[config.mk]
export PLATFORM = sky130hd
export DESIGN_NAME = pl0_byte_tokenizer_unit
export DESIGN_NICKNAME = d
export VERILOG_FILES = /design/src/sv/pl0bt_pkg.sv /design/src/sv/pl0bt_scan.sv /design/src/sv/pl0bt_outq.sv /design/src/sv/pl0_byte_tokenizer_unit.sv
export SDC_FILE = /design/constraint.sdc
export NUM_CORES = 1
export LEC_CHECK = 0
export CAP_MARGIN = 20
export CORE_MARGIN = 2
export CORE_UTILIZATION = 60
export CTS_BUF_LIST = sky130_fd_sc_hd__clkbuf_2 sky130_fd_sc_hd__clkbuf_4 sky130_fd_sc_hd__clkbuf_8
export CTS_CLUSTER_DIAMETER = 40
export DETAILED_ROUTE_END_ITERATION = 10
export DONT_BUFFER_PORTS = 1
export PLACE_DENSITY = 0.79
export SKIP_CTS_REPAIR_TIMING = 1
export SLEW_MARGIN = 25
export SYNTH_ARGS = -nofsm -noshare
export SYNTH_HDL_FRONTEND = slang
export SYNTH_HIERARCHICAL = 1
export SYNTH_SLANG_ARGS = --single-unit
[constraint.sdc]
create_clock -name clk -period 12.4 [get_ports clk]
set_input_delay 1.24 -clock clk [delete_from_list [all_inputs] [get_ports clk]]
set_output_delay 1.24 -clock clk [all_outputs]
set_load 0.01 [all_outputs]
[src/sv/pl0bt_pkg.sv]
`timescale 1ns / 1ps
// ----------------------------------------------------------------------------
// pl0bt_pkg
// Shared widths, token kinds, error codes, result types and the keyword
// spelling table of the PL/0 byte tokenizer.
// ----------------------------------------------------------------------------
package pl0bt_pkg;

    localparam int MAX_TOKEN_BYTES = 32;
    localparam int NUMBER_BITS     = 31;
    localparam int LINE_BITS       = 20;
    localparam int OFFSET_BITS     = 24;
    localparam int LENGTH_BITS     = 6;
    localparam int KIND_BITS       = 5;
    localparam int ERROR_BITS      = 3;

    localparam int KEYWORDS        = 11;
    localparam int KW_MAX_CHARS    = 9;
    localparam int KW_CHAR_BITS    = $clog2(KW_MAX_CHARS);
    localparam int KW_LEN_BITS     = 5;

    typedef logic [KIND_BITS-1:0]  kind_t;
    typedef logic [ERROR_BITS-1:0] err_t;

    localparam kind_t KIND_END       = 5'd0;
    localparam kind_t KIND_IDENT     = 5'd1;
    localparam kind_t KIND_NUMBER    = 5'd2;
    localparam kind_t KIND_KW_BASE   = 5'd3;
    localparam kind_t KIND_PERIOD    = 5'd14;
    localparam kind_t KIND_EQUAL     = 5'd15;
    localparam kind_t KIND_COMMA     = 5'd16;
    localparam kind_t KIND_SEMICOLON = 5'd17;
    localparam kind_t KIND_HASH      = 5'd18;
    localparam kind_t KIND_LESS      = 5'd19;
    localparam kind_t KIND_GREATER   = 5'd20;
    localparam kind_t KIND_PLUS      = 5'd21;
    localparam kind_t KIND_MINUS     = 5'd22;
    localparam kind_t KIND_TIMES     = 5'd23;
    localparam kind_t KIND_SLASH     = 5'd24;
    localparam kind_t KIND_LPAREN    = 5'd25;
    localparam kind_t KIND_RPAREN    = 5'd26;
    localparam kind_t KIND_ASSIGN    = 5'd27;
    localparam kind_t KIND_ERROR     = 5'd28;

    localparam err_t ERR_NONE         = 3'd0;
    localparam err_t ERR_UNKNOWN_BYTE = 3'd1;
    localparam err_t ERR_BAD_COLON    = 3'd2;
    localparam err_t ERR_OPEN_COMMENT = 3'd3;
    localparam err_t ERR_OVERFLOW     = 3'd4;

    // Keyword characters as offsets from U+0900. Every character is three
    // UTF-8 bytes: E0, A4 or A5, then 80 plus the low six bits.
    typedef logic [6:0] kw_char_t;

    localparam kw_char_t KW_CHARS [KEYWORDS][KW_MAX_CHARS] = '{
        '{7'h28, 7'h3F, 7'h2F, 7'h24, 7'h00, 7'h00, 7'h00, 7'h00, 7'h00},
        '{7'h1A, 7'h30, 7'h00, 7'h00, 7'h00, 7'h00, 7'h00, 7'h00, 7'h00},
        '{7'h2A, 7'h4D, 7'h30, 7'h15, 7'h4D, 7'h30, 7'h3F, 7'h2F, 7'h3E},
        '{7'h06, 7'h39, 7'h4D, 7'h35, 7'h3E, 7'h28, 7'h00, 7'h00, 7'h00},
        '{7'h06, 7'h30, 7'h2E, 7'h4D, 7'h2D, 7'h00, 7'h00, 7'h00, 7'h00},
        '{7'h38, 7'h2E, 7'h3E, 7'h2A, 7'h28, 7'h00, 7'h00, 7'h00, 7'h00},
        '{7'h2F, 7'h26, 7'h3F, 7'h00, 7'h00, 7'h00, 7'h00, 7'h00, 7'h00},
        '{7'h24, 7'h4B, 7'h00, 7'h00, 7'h00, 7'h00, 7'h00, 7'h00, 7'h00},
        '{7'h1C, 7'h2C, 7'h24, 7'h15, 7'h00, 7'h00, 7'h00, 7'h00, 7'h00},
        '{7'h15, 7'h30, 7'h4B, 7'h00, 7'h00, 7'h00, 7'h00, 7'h00, 7'h00},
        '{7'h35, 7'h3F, 7'h37, 7'h2E, 7'h00, 7'h00, 7'h00, 7'h00, 7'h00}
    };

    // Keyword lengths in bytes.
    localparam logic [KW_LEN_BITS-1:0] KW_BYTES [KEYWORDS] = '{
        5'd12, 5'd6, 5'd27, 5'd18, 5'd15, 5'd15, 5'd9, 5'd6, 5'd12, 5'd9, 5'd12
    };

    typedef struct packed {
        kind_t                   kind;
        logic [LINE_BITS-1:0]    line;
        logic [OFFSET_BITS-1:0]  offset;
        logic [LENGTH_BITS-1:0]  length;
        logic [NUMBER_BITS-1:0]  value;
        err_t                    error;
    } result_t;

    // All results caused by one source byte.
    typedef struct packed {
        result_t first;
        result_t second;
        logic    pair;
    } entry_t;

endpackage

[src/sv/pl0bt_scan.sv]
`timescale 1ns / 1ps
// ----------------------------------------------------------------------------
// pl0bt_scan
// Scanner state and the per-byte decode: takes one registered byte per step
// and forms the zero, one or two results that the byte causes.
// ----------------------------------------------------------------------------
module pl0bt_scan (
    input  logic              clk,
    input  logic              rst_n,
    input  logic              step,
    input  logic [7:0]        text_byte,
    output pl0bt_pkg::entry_t entry,
    output logic [1:0]        count
);
    import pl0bt_pkg::*;

    typedef enum logic [5:0] {
        MODE_IDLE    = 6'b000001,
        MODE_IDENT   = 6'b000010,
        MODE_NUMBER  = 6'b000100,
        MODE_COLON   = 6'b001000,
        MODE_COMMENT = 6'b010000,
        MODE_ERROR   = 6'b100000
    } mode_t;

    localparam logic [7:0] CH_NUL    = 8'h00;
    localparam logic [7:0] CH_TAB    = 8'h09;
    localparam logic [7:0] CH_LF     = 8'h0A;
    localparam logic [7:0] CH_SPACE  = 8'h20;
    localparam logic [7:0] CH_COLON  = 8'h3A;
    localparam logic [7:0] CH_EQUAL  = 8'h3D;
    localparam logic [7:0] CH_LBRACE = 8'h7B;
    localparam logic [7:0] CH_RBRACE = 8'h7D;

    localparam logic [LENGTH_BITS-1:0] LEN_MAX   = LENGTH_BITS'(MAX_TOKEN_BYTES);
    localparam logic [LENGTH_BITS-1:0] LEN_ONE   = LENGTH_BITS'(1);
    localparam logic [LENGTH_BITS-1:0] LEN_TWO   = LENGTH_BITS'(2);
    localparam logic [LINE_BITS-1:0]   LINE_ONE  = LINE_BITS'(1);
    localparam int                     PROD_BITS = NUMBER_BITS + 4;
    localparam logic [KW_CHAR_BITS-1:0] CI_LAST  = KW_CHAR_BITS'(KW_MAX_CHARS - 1);

    mode_t                    mode_reg,  mode_next, mode_mid;
    logic [KEYWORDS-1:0]      alive_reg, alive_next;
    logic [LENGTH_BITS-1:0]   run_reg,   run_next;
    logic [KW_CHAR_BITS-1:0]  ci_reg,    ci_next;
    logic [1:0]               ph_reg,    ph_next;
    logic [NUMBER_BITS-1:0]   accum_reg, accum_next;
    logic                     ovf_reg,   ovf_next;
    logic [LINE_BITS-1:0]     line_reg,  line_next;
    logic [OFFSET_BITS-1:0]   pos_reg,   pos_next;
    logic [OFFSET_BITS-1:0]   start_reg, start_next;

    logic                     is_digit, is_alpha;
    logic                     consumed, fresh, take_ident, take_number;
    logic                     restart, new_line;
    logic                     p1_valid, p2_valid, p2_pair;
    result_t                  p1_res, p2_res_a, p2_res_b;
    kind_t                    kw_kind, punct_kind;
    logic                     punct_hit;

    logic [LENGTH_BITS-1:0]   run_base;
    logic [KW_CHAR_BITS-1:0]  ci_base;
    logic [1:0]               ph_base;
    logic [KEYWORDS-1:0]      alive_base, kw_match;
    logic [NUMBER_BITS-1:0]   accum_base;
    logic [PROD_BITS-1:0]     product;

    function automatic result_t make_result(
        input kind_t                   kind,
        input logic [LINE_BITS-1:0]    line,
        input logic [OFFSET_BITS-1:0]  offset,
        input logic [LENGTH_BITS-1:0]  length,
        input logic [NUMBER_BITS-1:0]  value,
        input err_t                    error
    );
        result_t r;
        r.kind   = kind;
        r.line   = line;
        r.offset = offset;
        r.length = length;
        r.value  = value;
        r.error  = error;
        return r;
    endfunction

    assign is_digit = (text_byte >= 8'h30) && (text_byte <= 8'h39);
    assign is_alpha = ((text_byte >= 8'h61) && (text_byte <= 8'h7A))
                   || ((text_byte >= 8'h41) && (text_byte <= 8'h5A))
                   || (text_byte == 8'h5F) || text_byte[7];

    // The first live keyword whose full length has been seen names the word.
    always_comb
    begin
        kw_kind = KIND_IDENT;
        for (int k = KEYWORDS - 1; k >= 0; k--)
        begin
            if (alive_reg[k] && (run_reg == LENGTH_BITS'(KW_BYTES[k])))
            begin
                kw_kind = KIND_KW_BASE + KIND_BITS'(k);
            end
        end
    end

    always_comb
    begin
        punct_hit  = 1'b1;
        punct_kind = KIND_ERROR;
        case (text_byte)
            8'h2E:   punct_kind = KIND_PERIOD;
            8'h3D:   punct_kind = KIND_EQUAL;
            8'h2C:   punct_kind = KIND_COMMA;
            8'h3B:   punct_kind = KIND_SEMICOLON;
            8'h23:   punct_kind = KIND_HASH;
            8'h3C:   punct_kind = KIND_LESS;
            8'h3E:   punct_kind = KIND_GREATER;
            8'h2B:   punct_kind = KIND_PLUS;
            8'h2D:   punct_kind = KIND_MINUS;
            8'h2A:   punct_kind = KIND_TIMES;
            8'h2F:   punct_kind = KIND_SLASH;
            8'h28:   punct_kind = KIND_LPAREN;
            8'h29:   punct_kind = KIND_RPAREN;
            default: punct_hit  = 1'b0;
        endcase
    end

    // Mode decisions for the byte: first close any pending token, then treat
    // the byte again as a fresh byte unless the closing step used it up.
    always_comb
    begin
        consumed    = 1'b0;
        fresh       = 1'b0;
        take_ident  = 1'b0;
        take_number = 1'b0;
        restart     = 1'b0;
        new_line    = 1'b0;
        p1_valid    = 1'b0;
        p2_valid    = 1'b0;
        p2_pair     = 1'b0;
        p1_res      = '0;
        p2_res_a    = '0;
        p2_res_b    = '0;
        mode_mid    = mode_reg;
        start_next  = start_reg;

        case (mode_reg)
            MODE_IDENT:
            begin
                if (is_alpha || is_digit)
                begin
                    take_ident = 1'b1;
                end
                else
                begin
                    p1_valid = 1'b1;
                    p1_res   = make_result(kw_kind, line_reg, start_reg, run_reg, '0, ERR_NONE);
                    mode_mid = MODE_IDLE;
                end
            end
            MODE_NUMBER:
            begin
                if (is_digit)
                begin
                    take_number = 1'b1;
                end
                else if (ovf_reg)
                begin
                    p1_valid = 1'b1;
                    p1_res   = make_result(KIND_ERROR, line_reg, start_reg, run_reg, '0,
                                           ERR_OVERFLOW);
                    mode_mid = MODE_ERROR;
                end
                else
                begin
                    p1_valid = 1'b1;
                    p1_res   = make_result(KIND_NUMBER, line_reg, start_reg, run_reg,
                                           accum_reg, ERR_NONE);
                    mode_mid = MODE_IDLE;
                end
            end
            MODE_COLON:
            begin
                p1_valid = 1'b1;
                if (text_byte == CH_EQUAL)
                begin
                    p1_res   = make_result(KIND_ASSIGN, line_reg, start_reg, LEN_TWO, '0,
                                           ERR_NONE);
                    mode_mid = MODE_IDLE;
                    consumed = 1'b1;
                end
                else
                begin
                    p1_res   = make_result(KIND_ERROR, line_reg, start_reg, LEN_ONE, '0,
                                           ERR_BAD_COLON);
                    mode_mid = MODE_ERROR;
                end
            end
            default:
            begin
            end
        endcase

        mode_next = mode_mid;

        if (!consumed && (mode_mid != MODE_IDENT) && (mode_mid != MODE_NUMBER))
        begin
            case (mode_mid)
                MODE_COMMENT:
                begin
                    if (text_byte == CH_NUL)
                    begin
                        p2_valid = 1'b1;
                        p2_pair  = 1'b1;
                        p2_res_a = make_result(KIND_ERROR, line_reg, start_reg, '0, '0,
                                               ERR_OPEN_COMMENT);
                        p2_res_b = make_result(KIND_END, line_reg, pos_reg, '0, '0, ERR_NONE);
                        restart  = 1'b1;
                    end
                    else if (text_byte == CH_RBRACE)
                    begin
                        mode_next = MODE_IDLE;
                    end
                    else if (text_byte == CH_LF)
                    begin
                        new_line = 1'b1;
                    end
                end
                MODE_ERROR:
                begin
                    if (text_byte == CH_NUL)
                    begin
                        p2_valid = 1'b1;
                        p2_res_a = make_result(KIND_END, line_reg, pos_reg, '0, '0, ERR_NONE);
                        restart  = 1'b1;
                    end
                    else if (text_byte == CH_LF)
                    begin
                        new_line = 1'b1;
                    end
                end
                default:
                begin
                    if (text_byte == CH_NUL)
                    begin
                        p2_valid = 1'b1;
                        p2_res_a = make_result(KIND_END, line_reg, pos_reg, '0, '0, ERR_NONE);
                        restart  = 1'b1;
                    end
                    else if ((text_byte == CH_SPACE) || (text_byte == CH_TAB))
                    begin
                    end
                    else if (text_byte == CH_LF)
                    begin
                        new_line = 1'b1;
                    end
                    else if (text_byte == CH_LBRACE)
                    begin
                        mode_next  = MODE_COMMENT;
                        start_next = pos_reg;
                    end
                    else if (text_byte == CH_COLON)
                    begin
                        mode_next  = MODE_COLON;
                        start_next = pos_reg;
                    end
                    else if (is_digit)
                    begin
                        mode_next   = MODE_NUMBER;
                        start_next  = pos_reg;
                        fresh       = 1'b1;
                        take_number = 1'b1;
                    end
                    else if (is_alpha)
                    begin
                        mode_next  = MODE_IDENT;
                        start_next = pos_reg;
                        fresh      = 1'b1;
                        take_ident = 1'b1;
                    end
                    else if (punct_hit)
                    begin
                        p2_valid = 1'b1;
                        p2_res_a = make_result(punct_kind, line_reg, pos_reg, LEN_ONE, '0,
                                               ERR_NONE);
                    end
                    else
                    begin
                        p2_valid  = 1'b1;
                        p2_res_a  = make_result(KIND_ERROR, line_reg, pos_reg, LEN_ONE, '0,
                                                ERR_UNKNOWN_BYTE);
                        mode_next = MODE_ERROR;
                    end
                end
            endcase
        end
    end

    // A token that starts on this byte begins from cleared counters.
    assign run_base   = fresh ? '0 : run_reg;
    assign ci_base    = fresh ? '0 : ci_reg;
    assign ph_base    = fresh ? '0 : ph_reg;
    assign alive_base = fresh ? '1 : alive_reg;
    assign accum_base = fresh ? '0 : accum_reg;

    // One compare per keyword against the byte expected at this position.
    always_comb
    begin
        kw_char_t   ch;
        logic [7:0] expect_byte;
        for (int k = 0; k < KEYWORDS; k++)
        begin
            ch = KW_CHARS[k][ci_base];
            case (ph_base)
                2'd0:    expect_byte = 8'hE0;
                2'd1:    expect_byte = 8'hA4 + {7'd0, ch[6]};
                default: expect_byte = {2'b10, ch[5:0]};
            endcase
            kw_match[k] = (run_base < LENGTH_BITS'(KW_BYTES[k])) && (expect_byte == text_byte);
        end
    end

    // Digit step: overflow exactly when ten times the value plus the digit
    // exceeds the largest number.
    assign product = ({4'd0, accum_base} << 3) + ({4'd0, accum_base} << 1)
                   + {{(PROD_BITS-4){1'b0}}, text_byte[3:0]};

    always_comb
    begin
        alive_next = alive_reg;
        run_next   = run_reg;
        ci_next    = ci_reg;
        ph_next    = ph_reg;
        accum_next = accum_reg;
        ovf_next   = ovf_reg;
        line_next  = line_reg;
        pos_next   = pos_reg;

        if (take_ident || take_number)
        begin
            run_next = (run_base < LEN_MAX) ? run_base + LEN_ONE : run_base;
        end

        if (take_ident)
        begin
            alive_next = alive_base & kw_match;
            if (ph_base == 2'd2)
            begin
                ph_next = 2'd0;
                ci_next = (ci_base == CI_LAST) ? ci_base : ci_base + KW_CHAR_BITS'(1);
            end
            else
            begin
                ph_next = ph_base + 2'd1;
                ci_next = ci_base;
            end
        end

        if (take_number)
        begin
            ovf_next   = fresh ? 1'b0 : ovf_reg;
            accum_next = accum_base;
            if (product > {4'd0, {NUMBER_BITS{1'b1}}})
            begin
                ovf_next = 1'b1;
            end
            else
            begin
                accum_next = product[NUMBER_BITS-1:0];
            end
        end

        if (new_line && (line_reg != '1))
        begin
            line_next = line_reg + LINE_ONE;
        end

        if (pos_reg != '1)
        begin
            pos_next = pos_reg + OFFSET_BITS'(1);
        end
    end

    always_comb
    begin
        if (p1_valid)
        begin
            entry.first  = p1_res;
            entry.second = p2_res_a;
            entry.pair   = p2_valid;
        end
        else
        begin
            entry.first  = p2_res_a;
            entry.second = p2_res_b;
            entry.pair   = p2_pair;
        end
        count = 2'(p1_valid) + 2'(p2_valid) + 2'(p2_pair);
    end

    always_ff @(posedge clk or negedge rst_n)
    begin
        if (!rst_n)
        begin
            mode_reg  <= MODE_IDLE;
            alive_reg <= '1;
            run_reg   <= '0;
            ci_reg    <= '0;
            ph_reg    <= '0;
            accum_reg <= '0;
            ovf_reg   <= 1'b0;
            line_reg  <= LINE_ONE;
            pos_reg   <= '0;
            start_reg <= '0;
        end
        else if (step)
        begin
            if (restart)
            begin
                mode_reg  <= MODE_IDLE;
                alive_reg <= '1;
                run_reg   <= '0;
                ci_reg    <= '0;
                ph_reg    <= '0;
                accum_reg <= '0;
                ovf_reg   <= 1'b0;
                line_reg  <= LINE_ONE;
                pos_reg   <= '0;
                start_reg <= '0;
            end
            else
            begin
                mode_reg  <= mode_next;
                alive_reg <= alive_next;
                run_reg   <= run_next;
                ci_reg    <= ci_next;
                ph_reg    <= ph_next;
                accum_reg <= accum_next;
                ovf_reg   <= ovf_next;
                line_reg  <= line_next;
                pos_reg   <= pos_next;
                start_reg <= start_next;
            end
        end
    end

    a_run_nonzero: assert property (@(posedge clk) disable iff (!rst_n)
        ((mode_reg == MODE_IDENT) || (mode_reg == MODE_NUMBER)) |-> (run_reg != '0))
        else $error("identifier or number in progress with zero length");

    a_end_emits: assert property (@(posedge clk) disable iff (!rst_n)
        (step && (text_byte == CH_NUL)) |-> (count != 2'd0))
        else $error("end of text produced no result");

    a_end_clears: assert property (@(posedge clk) disable iff (!rst_n)
        (step && (text_byte == CH_NUL))
            |=> ((mode_reg == MODE_IDLE) && (line_reg == LINE_ONE) && (pos_reg == '0)))
        else $error("scanner state not cleared after end of text");

endmodule

[src/sv/pl0bt_outq.sv]
`timescale 1ns / 1ps
// ----------------------------------------------------------------------------
// pl0bt_outq
// Two-entry result queue. Each entry holds all results of one byte; a pair
// is sent as two words, the second flagged as the last of its byte.
// ----------------------------------------------------------------------------
module pl0bt_outq (
    input  logic               clk,
    input  logic               rst_n,
    input  logic               push,
    input  pl0bt_pkg::entry_t  push_entry,
    output logic               room,
    output logic               valid,
    input  logic               stall,
    output pl0bt_pkg::result_t result,
    output logic               last
);
    import pl0bt_pkg::*;

    entry_t     slots_reg [2];
    logic       wr_ptr_reg, wr_ptr_next;
    logic       rd_ptr_reg, rd_ptr_next;
    logic [1:0] count_reg,  count_next;
    logic       sub_reg,    sub_next;
    entry_t     head;
    logic       pop_word, pop_entry;

    assign head      = slots_reg[rd_ptr_reg];
    assign valid     = (count_reg != 2'd0);
    assign result    = sub_reg ? head.second : head.first;
    assign last      = !head.pair || sub_reg;
    assign pop_word  = valid && !stall;
    assign pop_entry = pop_word && last;
    assign room      = (count_reg != 2'd2) || pop_entry;

    always_comb
    begin
        wr_ptr_next = push ? !wr_ptr_reg : wr_ptr_reg;
        rd_ptr_next = pop_entry ? !rd_ptr_reg : rd_ptr_reg;
        count_next  = count_reg + 2'(push) - 2'(pop_entry);
        if (pop_entry)
        begin
            sub_next = 1'b0;
        end
        else if (pop_word)
        begin
            sub_next = 1'b1;
        end
        else
        begin
            sub_next = sub_reg;
        end
    end

    always_ff @(posedge clk)
    begin
        if (push)
        begin
            slots_reg[wr_ptr_reg] <= push_entry;
        end
    end

    always_ff @(posedge clk or negedge rst_n)
    begin
        if (!rst_n)
        begin
            wr_ptr_reg <= 1'b0;
            rd_ptr_reg <= 1'b0;
            count_reg  <= 2'd0;
            sub_reg    <= 1'b0;
        end
        else
        begin
            wr_ptr_reg <= wr_ptr_next;
            rd_ptr_reg <= rd_ptr_next;
            count_reg  <= count_next;
            sub_reg    <= sub_next;
        end
    end

    a_no_overrun: assert property (@(posedge clk) disable iff (!rst_n)
        push |-> ((count_reg != 2'd2) || pop_entry))
        else $error("result queue written while full");

    a_sub_on_pair: assert property (@(posedge clk) disable iff (!rst_n)
        sub_reg |-> ((count_reg != 2'd0) && head.pair))
        else $error("second word selected for an entry without one");

endmodule

[src/sv/pl0_byte_tokenizer_unit.sv]
`timescale 1ns / 1ps
// ----------------------------------------------------------------------------
// pl0_byte_tokenizer_unit
// PL/0 tokenizer taking one source byte per word and giving token words
// with kind, line, offset, length, number value and error code.
// ----------------------------------------------------------------------------
//  Port group   Dir  Handshake                 Word
//  text         in   text_valid / text_stall   text_byte
//  token        out  token_valid / token_stall token_kind .. last_of_run
//
//  One byte is taken every cycle while text_stall is low; a byte with two
//  results, such as one that closes a token and starts or ends another, is
//  sent as two words on the token port. A taken byte is registered, then
//  decoded and written to the result queue, which offers its first word.
//  Throughput is set by the two-entry result queue: text_stall rises only
//  while the queue cannot take the decoded byte's results.
//  Reset is asynchronous and returns the scanner to line 1, offset 0.
// ----------------------------------------------------------------------------
module pl0_byte_tokenizer_unit (
    input  logic                             clk,
    input  logic                             rst_n,
    input  logic                             text_valid,
    output logic                             text_stall,
    input  logic [7:0]                       text_byte,
    output logic                             token_valid,
    input  logic                             token_stall,
    output logic [pl0bt_pkg::KIND_BITS-1:0]   token_kind,
    output logic [pl0bt_pkg::LINE_BITS-1:0]   line_number,
    output logic [pl0bt_pkg::OFFSET_BITS-1:0] token_offset,
    output logic [pl0bt_pkg::LENGTH_BITS-1:0] token_length,
    output logic [pl0bt_pkg::NUMBER_BITS-1:0] number_value,
    output logic [pl0bt_pkg::ERROR_BITS-1:0]  error_code,
    output logic                             last_of_run
);
    import pl0bt_pkg::*;

    logic       byte_valid_reg, byte_valid_next;
    logic [7:0] byte_reg,       byte_next;
    logic       step, accept, room, push;
    logic [1:0] res_count;
    entry_t     entry;
    result_t    result;

    assign step       = byte_valid_reg && ((res_count == 2'd0) || room);
    assign push       = step && (res_count != 2'd0);
    assign text_stall = byte_valid_reg && !step;
    assign accept     = text_valid && !text_stall;

    assign byte_valid_next = accept || (byte_valid_reg && !step);
    assign byte_next       = accept ? text_byte : byte_reg;

    always_ff @(posedge clk or negedge rst_n)
    begin
        if (!rst_n)
        begin
            byte_valid_reg <= 1'b0;
        end
        else
        begin
            byte_valid_reg <= byte_valid_next;
        end
    end

    always_ff @(posedge clk)
    begin
        byte_reg <= byte_next;
    end

    pl0bt_scan u_scan (
        .clk       (clk),
        .rst_n     (rst_n),
        .step      (step),
        .text_byte (byte_reg),
        .entry     (entry),
        .count     (res_count)
    );

    pl0bt_outq u_outq (
        .clk        (clk),
        .rst_n      (rst_n),
        .push       (push),
        .push_entry (entry),
        .room       (room),
        .valid      (token_valid),
        .stall      (token_stall),
        .result     (result),
        .last       (last_of_run)
    );

    assign token_kind   = result.kind;
    assign line_number  = result.line;
    assign token_offset = result.offset;
    assign token_length = result.length;
    assign number_value = result.value;
    assign error_code   = result.error;

endmodule
# Yosys cells after proc, flatten, opt, wreduce, memory -nomap -nowiden

Memories as Yosys holds them, arrays and structs flattened.
Cells that the tools add are included.

Bits in registers: 143
Bits in latches: 0
RAM bits: 358
ROM bits: 1232
Bits of input ports: 12
Output and inout bits: 92
Word-level logic and storage cells: 378
Memories: 12

Memory list:

| name             | words | bits a word | rd ports | clocked after Yosys merged registers in | write ports | line              | RTL |
|---|---|---|---|---|---|---|---|
| u_outq.slots_reg | 2     | 179         | 1        | 0                                       | 1           | pl0bt_outq.sv:20  | `entry_t slots_reg [2];` |
| (no name shown)  | 16    | 7           | 1        | 0                                       | 0           | pl0bt_scan.sv:311 | `ch = KW_CHARS[k][ci_base];` |
| (no name shown)  | 16    | 7           | 1        | 0                                       | 0           | pl0bt_scan.sv:311 |  |
| (no name shown)  | 16    | 7           | 1        | 0                                       | 0           | pl0bt_scan.sv:311 |  |
| (no name shown)  | 16    | 7           | 1        | 0                                       | 0           | pl0bt_scan.sv:311 |  |
| (no name shown)  | 16    | 7           | 1        | 0                                       | 0           | pl0bt_scan.sv:311 |  |
| 6 more memories  | -     | -           | -        | -                                       | -           | -                 |  |

Add/sub/neg operators: 22
Multiply operators: 0
Div/mod/pow operators: 0
Magnitude comparators: 15
Equal/unequal tests: 54
Shift-type cells: 0
Mux-type cells: 183
Bitwise operators: 2
Reduce and logical (&&, ||, !) cells: 74

Operators with widths:

| operator              | count |
|---|---|
| $mux 89               | 16 |
| $mux 24               | 12 |
| $pmux 89 s3           | 1 |
| $mux 179              | 1 |
| $pmux 89 s2           | 1 |
| $pmux 8 s2            | 11 |
| $mux 7                | 22 |
| $mux 31               | 4 |
| $eq 8x6->1 const B    | 15 |
| $mux 6                | 20 |
| $add 8x1->8 const A   | 11 |
| $eq 8x8->1            | 11 |
| $mux 87               | 1 |
| $mux 84               | 1 |
| $pmux 5 s13           | 1 |
| $mux 1                | 63 |
| $mux 5                | 10 |
| $mux 20               | 2 |
| $add 34x32->35        | 1 |
| $add 35x4->35         | 1 |
| $gt 35x31->1 const B  | 1 |
| $logic_and 1x1->1     | 34 |
| $mux 11               | 3 |
| $add 24x1->24 const B | 1 |
| 52 further kinds      | 106 |

# Logic depth before layout (Yosys ltp)

Gate-level depths: netlist of the first run.

Depth in word-level cells: 26
Gate-level depth with buffers: 24
Depth with buffers taken out: 19

# Modules after synthesis

Netlist of the first run, hierarchy kept.

By module, submodules not included:

| module                  | times used | cells each | area an instance (um^2) | seq. area each (um^2) |
|---|---|---|---|---|
| pl0bt_outq              | 1          | 499        | 13301.5                 | 10875.4 |
| pl0bt_scan              | 1          | 1519       | 11980.2                 | 3244.4 |
| pl0_byte_tokenizer_unit | 1          | 17         | 311.5                   | 265.3 |

# Worst setup path before layout of the first run

Ideal clock, no wire load.

Path kind: register to register
Start point: register u_scan.mode_reg[5]
End point: memory u_outq/slots_reg[0][0] (netlist name) (enable)
Setup time: 0.742 ns
Arrival: 11.239 ns
Data required time: 11.658 ns
Slack: 0.419 ns
Stages on the path, launching flop included: 15
Path buffers: 3
Period minus slack after synthesis: 11.981 ns
Cells stage by stage: dfrtp_1 or4_1 a211oi_1 o31ai_1 or3_1 buf_4 nand3_2 nor3_1 or2_1 clkbuf_1 buf_2 fa_1 o21ai_2 nor2_1 nor2b_1

Longest elaborated chain between the ends: 14
Elaborated cells between the ends (all ways): 29
Those cells by class: add/sub (2); eq/ne (7); mux (11); reduce/logical (9)

Ends and longest elaborated chain:

| what                                                                         | line                          | RTL |
|---|---|---|
| start, declared                                                              | pl0bt_scan.sv:42              | `mode_t mode_reg, mode_next, mode_mid;` |
| start signal, assigned                                                       | pl0bt_scan.sv:431             | `mode_reg <= mode_next;` |
| $eq 6x4->1 (tied with other cells)                                           | pl0bt_scan.sv:145             | `case (mode_reg)` |
| $pmux 6 s3 / $mux 1 (equally long branches)                                  | pl0bt_scan.sv:145             |  |
| $eq 6x5->1 (tied with other cells)                                           | pl0bt_scan.sv:206             | `case (mode_mid)` |
| $reduce_or 2->1 (no source line) / $logic_and 1x1->1 (equally long branches) | -                             |  |
| $mux 1 / $logic_and 1x1->1 (equally long branches)                           | -                             |  |
| $mux 1                                                                       | pl0bt_scan.sv:204             | `if (!consumed && (mode_mid != MODE_IDENT) && (mode_mid != MODE_NUMBER))` |
| $add 1x1->2                                                                  | pl0bt_scan.sv:396             | `count = 2'(p1_valid) + 2'(p2_valid) + 2'(p2_pair);` |
| $add 2x1->2 *                                                                | pl0bt_scan.sv:396             |  |
| via res_count[0]                                                             | pl0_byte_tokenizer_unit.sv:40 | `logic [1:0] res_count;` |
| $logic_not 2->1                                                              | pl0_byte_tokenizer_unit.sv:44 | `assign step = byte_valid_reg && ((res_count == 2'd0) \|\| room);` |
| $logic_or 1x1->1                                                             | pl0_byte_tokenizer_unit.sv:44 |  |
| $logic_and 1x1->1                                                            | pl0_byte_tokenizer_unit.sv:44 |  |
| $logic_and 1x1->1 *                                                          | pl0_byte_tokenizer_unit.sv:45 | `assign push = step && (res_count != 2'd0);` |
| via push                                                                     | pl0_byte_tokenizer_unit.sv:39 | `logic step, accept, room, push;` |
| $mux 1 *                                                                     | pl0bt_outq.sv:57              | `if (push)` |
| $mux 1 (implied by the code) *                                               | pl0bt_outq.sv:59              | `slots_reg[wr_ptr_reg] <= push_entry;` |
| end, declared                                                                | pl0bt_outq.sv:20              |  |

Mark *: on every way through the listed nets, which the timed path passes. The rest lies on a longest branch.

# Final worst setup path of the first run

Start point: register byte_reg[4]
End point: register u_scan.line_reg[13]

Longest elaborated chain between the ends: 20
Elaborated cells between the ends (all ways): 70
Those cells by class: add/sub (2); order compare (6); eq/ne (12); mux (31); reduce/logical (19)

Ends and longest elaborated chain:

| what                                        | line                               | RTL |
|---|---|---|
| start, declared                             | pl0_byte_tokenizer_unit.sv:38      | `logic [7:0] byte_reg, byte_next;` |
| start signal, assigned                      | pl0_byte_tokenizer_unit.sv:66      | `byte_reg <= byte_next;` |
| $ge 8x7->1 (tied with other cells)          | pl0bt_scan.sv:87                   | `assign is_alpha = ((text_byte >= 8'h61) && (text_byte <= 8'h7A))` |
| $logic_and 1x1->1, on equally long branches | pl0bt_scan.sv:87, pl0bt_scan.sv:88 |  |
| $logic_or 1x1->1                            | pl0bt_scan.sv:88                   | `\|\| ((text_byte >= 8'h41) && (text_byte <= 8'h5A))` |
| $logic_or 1x1->1 (2 in series)              | pl0bt_scan.sv:89                   | `\|\| (text_byte == 8'h5F) \|\| text_byte[7];` |
| $mux 1                                      | pl0bt_scan.sv:272                  | `else if (is_alpha)` |
| $mux 1                                      | pl0bt_scan.sv:265                  | `else if (is_digit)` |
| $mux 1                                      | pl0bt_scan.sv:260                  | `else if (text_byte == CH_COLON)` |
| $mux 1                                      | pl0bt_scan.sv:255                  | `else if (text_byte == CH_LBRACE)` |
| (+5 left out)                               | -                                  |  |
| $add 1x1->2                                 | pl0bt_scan.sv:396                  |  |
| $add 2x1->2 *                               | pl0bt_scan.sv:396                  |  |
| via res_count[0]                            | pl0_byte_tokenizer_unit.sv:40      |  |
| $logic_not 2->1 *                           | pl0_byte_tokenizer_unit.sv:44      |  |
| $logic_or 1x1->1 *                          | pl0_byte_tokenizer_unit.sv:44      |  |
| $logic_and 1x1->1 *                         | pl0_byte_tokenizer_unit.sv:44      |  |
| via step                                    | pl0_byte_tokenizer_unit.sv:39      |  |
| $reduce_and 2->1 (no source line) *         | -                                  |  |
| end signal, assigned                        | pl0bt_scan.sv:438                  | `line_reg <= line_next;` |
| end, declared                               | pl0bt_scan.sv:49                   | `logic [LINE_BITS-1:0] line_reg, line_next;` |

Marks and branches as above.
A chain may end at the register's enable or synchronous reset.

==> results.toml, run 1 <==
[outcome]
status = "finished, final reports clean"

[placement]
dpl.hpwl_mm = 36.2
dpl_cell_area_um2 = 25700
io_buffer_count = 0
globalplace.congestion = 0.939

[synthesis]
synth_seq_cells = 501
synth_area_per_cell_um2 = 12.6
synth-main-ff-cell = "edfxtp_1"
synth-edff-count = 366
synth_cell_types = 92
ys_async_sr_fraction_pct = 26.9
synthCells = 2035
yosys_warnings = 6
yosysSeqAreaShare_pct = 56.2
synth.cell_area_um2 = 25600

[power_and_ir_drop]
peakVddDrop_uv = 204
p_leak_nw = 10.7
power.density_nw_per_um2 = 188
total_power_w = 0.00516

[worst_setup_path]
cp-startpoint = "byte_reg[4]$_DFFE_PP_"
crit_fanout = 47
critPathKind = "reg -> reg"
r2r-start = "byte_reg[4]$_DFFE_PP_"
r2r_end = "u_scan/line_reg[13]$_DFFE_PN0P_"
crit_arrival_ns = 7.89
r2r_setup_slack_ns = 5.00
start_kind = "flop"
worstPathRequired_ns = 12.89
r2r_cells = 21
crit_path_end_kind = "flop"

[cts]
cts-root-buf = "clkbuf_8"
numCtsBuffers = 84
insertion_delay_ns = 0.65
clk_path_buf_depth = 3
cts.sinks = 501
clk_pin_slew_ns = 0.05
cts_tree = "built"
cts_htree_levels = 3

[floorplan]
start_util_pct = 60.9
die_y_um = 211
io_pins = 104
fp.dieArea_um2 = 44300
die_w_um = 211
fp-row-count = 75
core_area_um2 = 42000

[drt]
routed_wl_mm = 55.9
drc_errors = 0
first_pass_iters = 8
ant_nets = 0
wl_per_cell_um = 21.2
viasPerCell = 6.28
via_count = 16600
drtIter0Drc = 1520

[sta]
setup_viol = 0
layout_min_cycle_time_ns = 7.40
clock_skew_ns = 0.0369
tightest_slew_ns = 0.942
finalHoldViolCount = 0
timing.final.crit_share_pct = 59.7
rsz0062_at_grt = "no"
fmax_mhz = 135
slew_viol_final = 0
tns_ns = 0
slew_headroom_pct = 37.2

[finish]
num-fill-cells = 3031
synthToLayoutAreaGrowth_pct = 7.44
largest_reg_flops = 358
fin_area_um2 = 27500
layout_common_cells = "366 x edfxtp_1, 183 x nand2_1, 120 x dfrtp_1, 118 x nor2_1, 95 x clkbuf_8"
n_antenna_cell = 0
final_common_cell = "edfxtp_1"
drive_above_1_share_pct = 14.9
final_net_count = 2116

[global_route]
grt_pass1_vias = 16600
overflow = 0
grt_max_degree = 136
track_usage_pct = 25.9
grt_pass1_wl_mm = 90.5
antenna_found_initial = 2

[min_path]
min_path_type = "in -> async"

[run]
maxCapViolations = 0
routing by layer:
| metal | routed length (µm) | track usage (%) | vias up |
|---|---|---|---|
| met5 | 32 | 0 | - |
| met4 | 1200 | 7.65 | 4 |
| met3 | 3630 | 5.17 | 111 |
| met2 | 27200 | 42.0 | 542 |
| met1 | 23900 | 35.8 | 8245 |
| li1 | - | - | 7658 |
how the worst max path moves through the flow:
| stage | end | slack (ns) | depth (start not counted) |
|---|---|---|---|
| floorplan | u_outq/slots_reg[0][0]$_DFFE_PP_ | 0.42 | 14 |
| global placement | u_scan/line_reg[13]$_DFFE_PN0P_ | 5.35 | 21 |
| detailed placement | u_scan/line_reg[13]$_DFFE_PN0P_ | 5.27 | 21 |
| CTS | u_scan/line_reg[13]$_DFFE_PN0P_ | 5.26 | 21 |
| global route | u_scan/line_reg[17]$_DFFE_PN0P_ | 4.48 | 21 |
| finish | u_scan/line_reg[13]$_DFFE_PN0P_ | 5.00 | 21 |
cell usage after synthesis, drive strengths merged (8+ instances only):
cell type	number	area, µm²
edfxtp	366	11000
o21ai	97	504
xor2	45	394
inv	38	143
xnor2	40	350
o31ai	8	65.1
nor3	28	151
a22o	56	490
a21oi	75	375
nor4	8	50.1
and4	8	70.1
clkbuf	71	267
buf	84	667
nor2b	33	206
or3	16	100
ha	73	913
nand3	41	210
a31oi	26	163
nand2b	11	68.8
and3	60	375
mux4	89	2000
o21a	16	120
nand4	25	156
and2	82	513
nand2	185	702
or2	16	100
dfrtp	122	3050
o22ai	12	75.1
o21bai	13	109
a211oi	16	120
a21o	26	195
nor2	118	443
dfstp	13	342
o32ai	8	70.1
cell families after synthesis:
logic type / share of synthesized area (%)
compound gates: 11.4
xor+xnor: 2.91
fa+ha+maj: 3.73
buf+inv: 4.22
flops: 56.2
mux: 8.20
other cells: 0.0147
simple gates: 13.3
power by group:
group          internal, W  leakage [nW]  switching, W
Clock             0.000830         0.927      0.000654
Sequential         0.00203          5.22      0.000161
Combinational     0.000552          4.58      0.000939
area by class of cell:
cell class / count / area, µm² / area share, %
Tap cell: 539 / 674 / 2.45
Clock inverter: 34 / 246 / 0.896
Timing Repair Buffer: 26 / 248 / 0.901
Clock buffer: 121 / 1500 / 5.46
Multi-Input combinational cell: 1377 / 10300 / 37.4
Inverter: 39 / 146 / 0.532
Sequential cell: 501 / 14400 / 52.3
metrics by stage:
step / utilization, % / worst slack (ns) / instances / hold WS [ns]
after floorplan: - / 0.419 / 2072 / 0.449
after global placement: 61.1 / 5.35 / 2479 / 0.462
after detailed placement: 61.1 / 5.27 / 2480 / 0.471
after CTS: 65.3 / 5.26 / 2635 / 0.254
after global routing: 65.4 / 4.48 / 2637 / 0.268
final: 65.4 / 5.00 / 2637 / 0.302
worst max-delay path, cell delays in order, from the launching register on:
cell and delay (ns):
edfxtp_1 0.32, buf_4 0.36, nor4bb_1 0.34, buf_4 0.22, a211oi_1 0.12, o31ai_1 0.60
or3_1 0.45, nand3_2 0.31, nor3_1 0.36, or2_1 0.15, buf_4 0.44, fa_1 0.53
nor2_1 0.13, o21a_1 0.72, nand4_1 0.48, a31oi_1 0.67, or2_2 0.27, nand2_1 0.14
nor2_1 0.25, nand4_1 0.15, xor2_1 0.15, nor2_1 0.05
(Power assumes the default switching activity.)
==> inputs of run 2 (changes only) <==
Settings changed: ABC_AREA set to 1, CORE_UTILIZATION 60 to 67, PLACE_DENSITY 0.79 to 0.83.
Clock period 12.4 ns to 7.49 ns, I/O delays scaled along.
==> results.toml, run 2 <==
[sta]
slew_viol_final = 0
timing.final.crit_share_pct = 89.3
tightest_slew_ns = 1.09
slew_headroom_pct = 27.3
tns_ns = 0
finalHoldViolCount = 0
layout_min_cycle_time_ns = 6.69
rsz0062_at_grt = "no"
setup_viol = 0
fmax_mhz = 150
clock_skew_ns = 0.0290

[worst_setup_path]
crit_path_end_kind = "flop"
critPathKind = "reg -> reg"
r2r_cells = 32
crit_top_cell = "nand2_1"
crit_fanout = 40
start_kind = "flop"
r2r-start = "byte_reg[0]$_DFFE_PP_"
worstPathRequired_ns = 7.98
r2r_end = "u_scan/accum_reg[10]$_DFFE_PN0P_"
cp-startpoint = "byte_reg[0]$_DFFE_PP_"
critical_path.slowest_cell = "edfxtp_1"
crit_arrival_ns = 7.18
r2r_setup_slack_ns = 0.80
critPathCapture = "u_scan/accum_reg[10]$_DFFE_PN0P_"
critPathMaxStageDelay_ns = 0.83

[synthesis]
ys_top_cells_by_area = "edfxtp_1 42%, dfrtp_1 12%, o21ai_0 7.6%, nor2_1 5.6%, nand2_1 4.6%"
synth-main-ff-cell = "edfxtp_1"
synth_seq_cells = 501
synth-edff-count = 366
synthCells = 2862
yosysSeqAreaShare_pct = 54.6
yosysTopAreaCell = "edfxtp_1"
synth.cell_area_um2 = 26300
synth.most_common_cell = "o21ai_0"
yosys-top-cells-count = "401 x o21ai_0, 396 x nor2_1, 366 x edfxtp_1, 320 x nand2_1, 289 x inv_1"
synth_cell_types = 63
ys_async_sr_fraction_pct = 26.9
synth_area_per_cell_um2 = 9.20
yosysTopAreaCellShare_pct = 41.7
yosys_warnings = 6

[cts]
numCtsBuffers = 83
insertion_delay_ns = 0.65
cts_htree_levels = 3
cts.sinks = 501
cts_tree = "built"
cts-root-buf = "clkbuf_8"
clk_path_buf_depth = 3
clk_pin_slew_ns = 0.07

[finish]
num-fill-cells = 2773
largest_reg_flops = 358
fin_util_pct = 72.5
layout_common_cells = "401 x o21ai_0, 394 x nor2_1, 366 x edfxtp_1, 320 x nand2_1, 287 x inv_1"
n_antenna_cell = 0
stdcell_count = 3422
final_common_cell = "o21ai_0"
synthToLayoutAreaGrowth_pct = 6.60
final_net_count = 2922
fin_area_um2 = 28100
drive_above_1_share_pct = 8.57

[placement]
dpl.hpwl_mm = 42.6
dp_cells = 3267
dpl_cell_area_um2 = 26400
io_buffer_count = 0
globalplace.congestion = 0.994

[power_and_ir_drop]
total_power_w = 0.00945
power.density_nw_per_um2 = 337
peakVddDrop_uv = 315
p_leak_nw = 11.5

[floorplan]
die_w_um = 202
start_util_pct = 68.0
core_area_um2 = 38700
fp.dieArea_um2 = 40900
die_y_um = 202
io_pins = 104
fp-row-count = 72

[global_route]
track_usage_pct = 32.4
overflow = 0
antenna_found_initial = 0
grt_pass1_wl_mm = 106
grt_pass1_vias = 20700
grt_max_degree = 146

[outcome]
status = "finished, final reports clean"

[min_path]
min_path_type = "in -> async"

[drt]
drtIter0Drc = 2332
wl_per_cell_um = 19.3
viasPerCell = 6.15
first_pass_iters = 6
ant_nets = 0
via_count = 21100
routed_wl_mm = 66.0
drc_errors = 0

[run]
maxCapViolations = 0
==> run 2: changes by cell type after synthesis, sizes merged, moves of 56 or more <==
cell / previous run / this run
mux4: 89 / 0
and2: 82 / 0
o21ai: 97 / 425
a21oi: 75 / 150
nand2: 185 / 334
o22ai: 12 / 126
nand3: 41 / 155
inv: 38 / 309
a22o: 56 / 0
nor2: 118 / 406
and3: 60 / 3
==> run 2: final cells by class <==
cell class	count	area (µm²)	share of cell area, %
multi-input cells	1907	9910	35.3
clock inverters	35	225	0.802
inverters	312	1190	4.22
repair buffers	30	270	0.963
well taps	518	648	2.31
clock buffers	119	1440	5.14
flip-flops and latches	501	14400	51.3
==> run 2: per-layer routing <==
layer | GRT usage (%) | wire (µm) | vias to the layer above
met4 | 10.9 | 1360 | 0
li1 | - | - | 9814
met2 | 52.1 | 31200 | 1002
met1 | 44.8 | 27500 | 10100
met3 | 5.97 | 5940 | 113
met5 | 0 | 0 | -
==> run 2: through the flow <==
stage | hold slack [ns] | worst slack [ns]
final | 0.0771 | 0.802
after global routing | 0.122 | 0.187
after CTS | -0.238 | 0.974
after detailed placement | 0.461 | 1.02
after global placement | 0.462 | 1.25
after floorplan | 0.446 | 0.764
==> run 2: cells by family after synthesis <==
| logic type | Yosys count | share of synthesized area [%] |
|---|---|---|
| DFF | 501 | 54.6 |
| other | 1 | 0.0142 |
| AOI/OAI and AO/OA | 760 | 15.7 |
| adders and majority gates | 75 | 3.62 |
| buffers and inverters | 491 | 8.34 |
| xor gates and xnor gates | 47 | 1.56 |
| and+or+nand+nor | 987 | 16.1 |
==> run 2: worst min path at each step <==
stage	to	slack [ns]	cells after the start
final	u_scan/ci_reg[3]$_DFFE_PN0P_	0.08	1
after global routing	u_scan/ci_reg[3]$_DFFE_PN0P_	0.12	1
after detailed placement	u_scan/ci_reg[2]$_DFFE_PN0P_	0.46	0
after CTS	u_scan/ci_reg[2]$_DFFE_PN0P_	-0.24	0
after floorplan	byte_valid_reg$_DFF_PN0_	0.45	0
after global placement	u_scan/ci_reg[2]$_DFFE_PN0P_	0.46	0
==> run 2: power breakdown <==
part,total (W),internal (W),switching (W),leakage [nW]
Sequential,0.00390,0.00365,0.000251,5.06
Combinational,0.00316,0.000780,0.00238,5.57
Clock,0.00238,0.00129,0.00109,0.869
Total,0.00945,0.00572,0.00373,11.5
==> run 2: critical path, delay by kind of cell (launching register included) <==
kind / cells / cell delay [ns]
AND/OR/NAND/NOR: 16 / 2.39
AO/OA/AOI/OAI: 9 / 1.67
adder cells (fa/ha/maj): 2 / 0.75
buffers and inverters: 4 / 0.72
XOR/XNOR: 1 / 0.17
flip-flops: 1 / 0.83
